### src/hw/rtl/dbs_pkg.sv
// Shared types, codes and defaults for the deque and bag store.
package dbs_pkg;

	localparam int unsigned DEPTH_DEFAULT = 16;
	localparam int unsigned VALUE_WIDTH_DEFAULT = 32;

	localparam logic [2:0] FN_PUSH_FRONT = 3'd0;
	localparam logic [2:0] FN_PUSH_BACK  = 3'd1;
	localparam logic [2:0] FN_POP_FRONT  = 3'd2;
	localparam logic [2:0] FN_POP_BACK   = 3'd3;
	localparam logic [2:0] FN_CONTAINS   = 3'd4;
	localparam logic [2:0] FN_REMOVE     = 3'd5;

	localparam logic [1:0] ST_OK      = 2'd0;
	localparam logic [1:0] ST_FULL    = 2'd1;
	localparam logic [1:0] ST_EMPTY   = 2'd2;
	localparam logic [1:0] ST_MISSING = 2'd3;

	typedef struct packed {
		logic [2:0]         func;
		logic signed [31:0] value;
	} req_t;

	typedef struct packed {
		logic [1:0]         status;
		logic               found;
		logic [4:0]         entry_count;
		logic signed [31:0] front_value;
		logic signed [31:0] back_value;
	} rsp_t;

	typedef struct packed {
		logic push_front;
		logic push_back;
		logic pop_front;
		logic remove;
	} cell_ctrl_t;

endpackage

### src/hw/rtl/deque_bag_store.sv
// Top level of the deque and bag store: control sequencer and the chain of cells.
// Each request beat passes an execute state to compare, shift and update the cell chain,
// then a result state to read the new front and back entries into the result register.
// A new request beat is taken in the same cycle that the previous result is loaded,
// and a stalled result side holds both.
// Reset clears the entry count and control state; cell contents stay undefined until written.
module deque_bag_store #(
	parameter int unsigned DEPTH = dbs_pkg::DEPTH_DEFAULT,
	parameter int unsigned VALUE_WIDTH = dbs_pkg::VALUE_WIDTH_DEFAULT
) (
	input  logic          clk,
	input  logic          arst_n,
	input  logic          req_valid,
	output logic          req_stall,
	input  dbs_pkg::req_t req,
	output logic          rsp_valid,
	input  logic          rsp_stall,
	output dbs_pkg::rsp_t rsp
);

	localparam int unsigned OCC_W = $clog2(DEPTH + 1);
	localparam int unsigned IDX_W = $clog2(DEPTH);

	localparam logic [1:0] S_IDLE   = 2'd0;
	localparam logic [1:0] S_EXEC   = 2'd1;
	localparam logic [1:0] S_RESULT = 2'd2;

	logic [1:0]             state_q;
	logic [2:0]             func_s1;
	logic [VALUE_WIDTH-1:0] key_s1;
	logic [OCC_W-1:0]       occ_q;
	logic [OCC_W-1:0]       occ_next;
	logic [1:0]             status_q;
	logic [1:0]             status_next;
	logic                   found_q;
	logic                   found_next;
	logic                   rsp_valid_q;
	dbs_pkg::rsp_t          rsp_q;
	dbs_pkg::cell_ctrl_t    ctrl;

	logic [VALUE_WIDTH-1:0] cell_data [DEPTH];
	logic                   hit [DEPTH+1];

	logic                   out_free;
	logic                   accept;
	logic                   full;
	logic                   empty;
	logic [OCC_W-1:0]       occ_m1;
	logic [VALUE_WIDTH-1:0] front_raw;
	logic [VALUE_WIDTH-1:0] back_raw;

	assign out_free = !rsp_valid_q || !rsp_stall;
	assign req_stall = !((state_q == S_IDLE) || ((state_q == S_RESULT) && out_free));
	assign accept = req_valid && !req_stall;
	assign full = occ_q == OCC_W'(DEPTH);
	assign empty = occ_q == '0;

	assign hit[0] = 1'b0;

	for (genvar i = 0; i < DEPTH; i++) begin : g_cell
		logic [VALUE_WIDTH-1:0] left_w;
		logic [VALUE_WIDTH-1:0] right_w;

		if (i == 0) begin : g_first
			assign left_w = key_s1;
		end else begin : g_inner_l
			assign left_w = cell_data[i-1];
		end

		if (i == DEPTH - 1) begin : g_last
			assign right_w = cell_data[i];
		end else begin : g_inner_r
			assign right_w = cell_data[i+1];
		end

		dbs_cell #(
			.VALUE_WIDTH(VALUE_WIDTH),
			.OCC_W(OCC_W),
			.INDEX(i)
		) u_cell (
			.clk(clk),
			.ctrl(ctrl),
			.occ(occ_q),
			.key(key_s1),
			.left_data(left_w),
			.right_data(right_w),
			.hit_in(hit[i]),
			.hit_out(hit[i+1]),
			.data(cell_data[i])
		);
	end

	always_comb begin
		ctrl = '0;
		occ_next = occ_q;
		status_next = dbs_pkg::ST_OK;
		found_next = 1'b0;
		if (state_q == S_EXEC) begin
			case (func_s1)
				dbs_pkg::FN_PUSH_FRONT, dbs_pkg::FN_PUSH_BACK: begin
					if (full) begin
						status_next = dbs_pkg::ST_FULL;
					end else begin
						ctrl.push_front = func_s1 == dbs_pkg::FN_PUSH_FRONT;
						ctrl.push_back = func_s1 == dbs_pkg::FN_PUSH_BACK;
						occ_next = occ_q + 1'b1;
					end
				end
				dbs_pkg::FN_POP_FRONT, dbs_pkg::FN_POP_BACK: begin
					if (empty) begin
						status_next = dbs_pkg::ST_EMPTY;
					end else begin
						ctrl.pop_front = func_s1 == dbs_pkg::FN_POP_FRONT;
						occ_next = occ_q - 1'b1;
					end
				end
				dbs_pkg::FN_CONTAINS: begin
					if (empty) begin
						status_next = dbs_pkg::ST_EMPTY;
					end else begin
						found_next = hit[DEPTH];
					end
				end
				dbs_pkg::FN_REMOVE: begin
					if (empty) begin
						status_next = dbs_pkg::ST_EMPTY;
					end else if (hit[DEPTH]) begin
						ctrl.remove = 1'b1;
						found_next = 1'b1;
						occ_next = occ_q - 1'b1;
					end else begin
						status_next = dbs_pkg::ST_MISSING;
					end
				end
				default: begin
				end
			endcase
		end
	end

	assign occ_m1 = occ_q - 1'b1;
	assign front_raw = empty ? '0 : cell_data[0];
	assign back_raw = empty ? '0 : cell_data[occ_m1[IDX_W-1:0]];

	always_ff @(posedge clk or negedge arst_n) begin
		if (!arst_n) begin
			state_q <= S_IDLE;
			occ_q <= '0;
			rsp_valid_q <= 1'b0;
		end else begin
			occ_q <= occ_next;
			case (state_q)
				S_IDLE: begin
					if (accept) begin
						state_q <= S_EXEC;
					end
				end
				S_EXEC: begin
					state_q <= S_RESULT;
				end
				S_RESULT: begin
					if (out_free) begin
						state_q <= accept ? S_EXEC : S_IDLE;
					end
				end
				default: begin
					state_q <= S_IDLE;
				end
			endcase
			if ((state_q == S_RESULT) && out_free) begin
				rsp_valid_q <= 1'b1;
			end else if (!rsp_stall) begin
				rsp_valid_q <= 1'b0;
			end
		end
	end

	always_ff @(posedge clk) begin
		if (accept) begin
			func_s1 <= req.func;
			key_s1 <= VALUE_WIDTH'($unsigned(req.value));
		end
		if (state_q == S_EXEC) begin
			status_q <= status_next;
			found_q <= found_next;
		end
		if ((state_q == S_RESULT) && out_free) begin
			rsp_q.status <= status_q;
			rsp_q.found <= found_q;
			rsp_q.entry_count <= 5'(occ_q);
			rsp_q.front_value <= 32'(front_raw);
			rsp_q.back_value <= 32'(back_raw);
		end
	end

	assign rsp_valid = rsp_valid_q;
	assign rsp = rsp_q;

	a_occ_bound: assert property (@(posedge clk) disable iff (!arst_n)
		occ_q <= OCC_W'(DEPTH))
		else $error("Entry count exceeds the depth.");

	a_occ_change: assert property (@(posedge clk) disable iff (!arst_n)
		(occ_q != $past(occ_q)) |-> ($past(state_q) == S_EXEC))
		else $error("Entry count changed outside the execute cycle.");

	a_rsp_source: assert property (@(posedge clk) disable iff (!arst_n)
		$rose(rsp_valid) |-> ($past(state_q) == S_RESULT))
		else $error("Result beat appeared without a result cycle.");

	a_found_status: assert property (@(posedge clk) disable iff (!arst_n)
		(state_q == S_RESULT) |-> !(found_q && (status_q != dbs_pkg::ST_OK)))
		else $error("A match was reported with a failing status.");

endmodule

### src/hw/rtl/dbs_cell.sv
// One storage cell of the shift chain, with its compare and first-match carry.
module dbs_cell #(
	parameter int unsigned VALUE_WIDTH = dbs_pkg::VALUE_WIDTH_DEFAULT,
	parameter int unsigned OCC_W = 5,
	parameter int unsigned INDEX = 0
) (
	input  logic                   clk,
	input  dbs_pkg::cell_ctrl_t    ctrl,
	input  logic [OCC_W-1:0]       occ,
	input  logic [VALUE_WIDTH-1:0] key,
	input  logic [VALUE_WIDTH-1:0] left_data,
	input  logic [VALUE_WIDTH-1:0] right_data,
	input  logic                   hit_in,
	output logic                   hit_out,
	output logic [VALUE_WIDTH-1:0] data
);

	logic [VALUE_WIDTH-1:0] data_q;
	logic                   occupied;
	logic                   match;

	assign occupied = OCC_W'(INDEX) < occ;
	assign match = occupied && (data_q == key);
	assign hit_out = hit_in | match;
	assign data = data_q;

	always_ff @(posedge clk) begin
		if (ctrl.push_front) begin
			data_q <= left_data;
		end else if (ctrl.push_back && (occ == OCC_W'(INDEX))) begin
			data_q <= key;
		end else if (ctrl.pop_front || (ctrl.remove && hit_out)) begin
			data_q <= right_data;
		end
	end

endmodule
### config.mk
export PLATFORM = sky130hd
export DESIGN_NAME = deque_bag_store
export DESIGN_NICKNAME = d
export VERILOG_FILES = /design/src/hw/rtl/dbs_pkg.sv /design/src/hw/rtl/deque_bag_store.sv /design/src/hw/rtl/dbs_cell.sv
export SDC_FILE = /design/constraint.sdc
export NUM_CORES = 2
export LEC_CHECK = 0
export BUFFER_PORTS_ARGS = -buffer_cell sky130_fd_sc_hd__buf_2
export CORE_MARGIN = 3
export CORE_UTILIZATION = 43
export DETAILED_ROUTE_END_ITERATION = 8
export PLACE_DENSITY_LB_ADDON = 0.3
export SLEW_MARGIN = 10
export SYNTH_ARGS = -nofsm -noshare
export SYNTH_HDL_FRONTEND = slang
export SYNTH_SLANG_ARGS = --single-unit
### constraint.sdc
create_clock -name clk -period 11.01 [get_ports clk]
set_input_delay 0.5505 -clock clk [delete_from_list [all_inputs] [get_ports clk]]
set_output_delay 0.5505 -clock clk [all_outputs]
set_load 0.02 [all_outputs]
==> results.toml <==
[run_status]
outcome = "complete, no violations"

[final_layout]
area.growth.synth_to_final_pct = 8.52
fill_cells = 8741
layout_common_cells = "622 x edfxtp_1, 578 x nand2_1, 481 x mux2i_1"
post-route-util_pct = 47.4
drive_above_1_share_pct = 13.6
final_common_cell = "edfxtp_1"
nNetsFinal = 3769

[setup_path]
cp_max_fo = 32
slowest_delay_ns = 0.81
slowest_stage = "nand3_2"
cp-end-kind = "flip-flop"
crit_chain = "buf_4 -> nor3_1 -> nand2_1 -> nand2_1 -> nor3_1 -> nor4_2 -> nand4_1 -> o21ai_0 -> nand3_2"
crit_required_ns = 11.06
arrival_ns = 5.10
crit_type = "reg -> reg"
crit_buf_inv = 1
cp-start-kind = "flip-flop"
cp_top_family = "simple AND/OR/NAND/NOR gates"

[floorplan]
rows = 113
die_w_um = 318
die_y_um = 318
die-area_um2 = 101000
io_pins = 113
initial_core_util_pct = 43.6
core_um2 = 95700

[clock_network]
cts_buffers = 78
clk_pin_slew_ns = 0.06
root_buffer = "clkbuf_16"
clock_latency_ns = 0.65
htreeDepth = 3
postCtsSetupBuffers = 0
clockBufferDepth = 3
cts_tree = "built"
cts_sinks = 630

[logic_synthesis]
synth.area.top_cells = "edfxtp_1 45%, mux2i_1 12%, xor2_1 9.2%"
yosysWarnings = 0
syn_area_um2 = 41800
synth_top_area_share_pct = 44.7
synth_edf_count = 622
synthArstFlopShare_pct = 1.27
ys.flop_type = "edfxtp_1"
synth-seq-cells = 630
netlist.top_cell.by_area = "edfxtp_1"
syn_avg_cell_area_um2 = 11.0
ys_types = 64
yosysSeqAreaShare_pct = 45.2
syn-instance-count = 3784
syn_nets = 3828

[sta]
finalSetupViolCount = 0
fin_ws_ns = 5.97
slew_violations = 0
worst_slew_pin_slew_ns = 1.13
hold_viol = 0
max_slew_margin_pct = 24.8
finalSetupTns_ns = 0
period_minus_slack_ns = 5.04
rsz0062_at_grt = "false"
finalCritPeriodShare_pct = 45.8
fin_worst_skew_ns = 0.0303
max_freq_mhz = 198

[placed_design]
place_ws_ns = 6.10
dp.final_hpwl_um = 110000
place_congestion = 1.02
io_buffers = 112

[pwr]
p_per_area_nw_per_um2 = 196
peakVddDrop_mv = 0.183
leakage_nw = 17.3

[detailed_routing]
firstDrtPassIters = 6
drc = 0
drt-initial-drc-count = 4229
wire_per_inst_um = 29.5
num_vias = 31180
vias_per_cell = 6.18
ant_nets = 0
drt-total-wl_um = 149000

[global_routing]
grt_max_degree = 294
grt_overflow_total = 0
grt_pass1_vias = 29590
grt_use_total_pct = 28.6
grt_pass1_wl_um = 213000
antenna_found_initial = 2

[worst_hold_path]
hp-class = "in -> reg"

[run]
maxCapViolations = 0
-- layout make-up --
type                    count  area (µm²)  area share [%]
well taps                1265        1580            3.49
multi-input cells        2804       21100            46.6
diodes                      1        2.50         0.00552
flip-flops and latches    630       18900            41.6
clock inverters            37         264           0.582
repair buffers            202        1260            2.79
clock buffers             101        2160            4.77
inverters                   9        33.8          0.0745
-- synthesized netlist by cell type, types with 4 or more instances --
| cell type | n |
|---|---|
| a211oi_1 | 65 |
| nor3_1 | 35 |
| and2_1 | 33 |
| nand4b_1 | 8 |
| mux2_2 | 32 |
| ha_1 | 5 |
| buf_6 | 48 |
| nor4b_1 | 10 |
| nor4_1 | 180 |
| nand4_1 | 55 |
| dfrtp_1 | 8 |
| mux2i_1 | 481 |
| xnor2_1 | 77 |
| a21oi_1 | 5 |
| mux4_2 | 128 |
| nand2_1 | 585 |
| inv_1 | 9 |
| edfxtp_1 | 622 |
| o211ai_1 | 7 |
| or3_1 | 9 |
| nor4bb_1 | 4 |
| o21ai_1 | 5 |
| or4_1 | 8 |
| nor2b_1 | 36 |
| nor2_1 | 46 |
| buf_2 | 81 |
| xor2_1 | 440 |
| clkbuf_1 | 156 |
| buf_4 | 35 |
| o21ai_0 | 456 |
| buf_1 | 19 |
| nand3_1 | 44 |
-- report_power, final --
group | internal [mW] | leakage [nW] | switching (mW)
combinational | 1.21 | 10.3 | 2.11
clock | 1.45 | 1.19 | 1.06
sequential | 2.91 | 5.77 | 0.171
total | 5.56 | 17.3 | 3.34
-- per-layer routing --
metal  global-route usage [%]  up-vias  share of wire, %
li1                         -    13877                 -
met2                     44.5     1708                46
met1                     38.2    15283                40
met5                        0        -                 0
met3                     4.31      312               7.9
met4                     16.4        0               6.6
-- final timing paths --
| check | start | end | slack [ns] | cells past startpoint |
|---|---|---|---|---|
| setup / recovery | occ_q[0] | g_cell[14].u_cell.data[31] | 5.97 | 9 |
| hold / removal | req[8] | g_cell[0].left_w[8] | 0.08 | 1 |
| min in group asynchronous | arst_n | occ_q[0] | 0.29 | 2 |
| setup reg to reg | occ_q[0] | g_cell[14].u_cell.data[31] | 5.97 | 9 |
| max in group asynchronous | arst_n | occ_q[0] | 10.50 | 2 |
| hold reg to reg | status_q[0] | rsp[70] | 0.42 | 0 |
-- worst register-to-register path: stages (launching register included) --
cell and delay, ns:
dfrtp_4 0.67, buf_4 0.39, nor3_1 0.45, nand2_1 0.32
nand2_1 0.16, nor3_1 0.11, nor4_2 0.80, nand4_1 0.40
o21ai_0 0.31, nand3_2 0.81
-- registers in the layout (all words and copies together), names as in the netlist --
signal and flops:
g_cell.u_cell.data 512, rsp 72, occ_q 5, status_q 2
g_cell.left_w 32, state_q 2, rsp_valid 1, found_q 1
func_s1 3
-- through the flow --
step	total power, mW	instances	hold slack, ns	cell area, µm²
after floorplan	5.18	3784	0.255	41800
after global placement	6.35	4909	0.407	42900
after detailed placement	6.38	4909	0.407	42900
after CTS	8.87	5048	0.0545	45300
after global routing	9.17	5048	0.0567	45300
final	8.90	5049	0.0832	45300
-- timing repair --
item,in CTS,in global routing
hold buffers,1,0
resized for setup,0,0
endpoints found under the hold margin,8,0
-- cell families after synthesis --
family	after synthesis	synth area share (%)
XOR/XNOR	520	11.0
flip-flops	630	45.2
AO/OA/AOI/OAI	558	7.28
AND/OR/NAND/NOR	1080	12.5
buffers and inverters	350	4.61
adder cells (fa/ha/maj)	5	0.150
multiplexers	641	19.3
No activity file was read; power rests on OpenSTA's default activity.
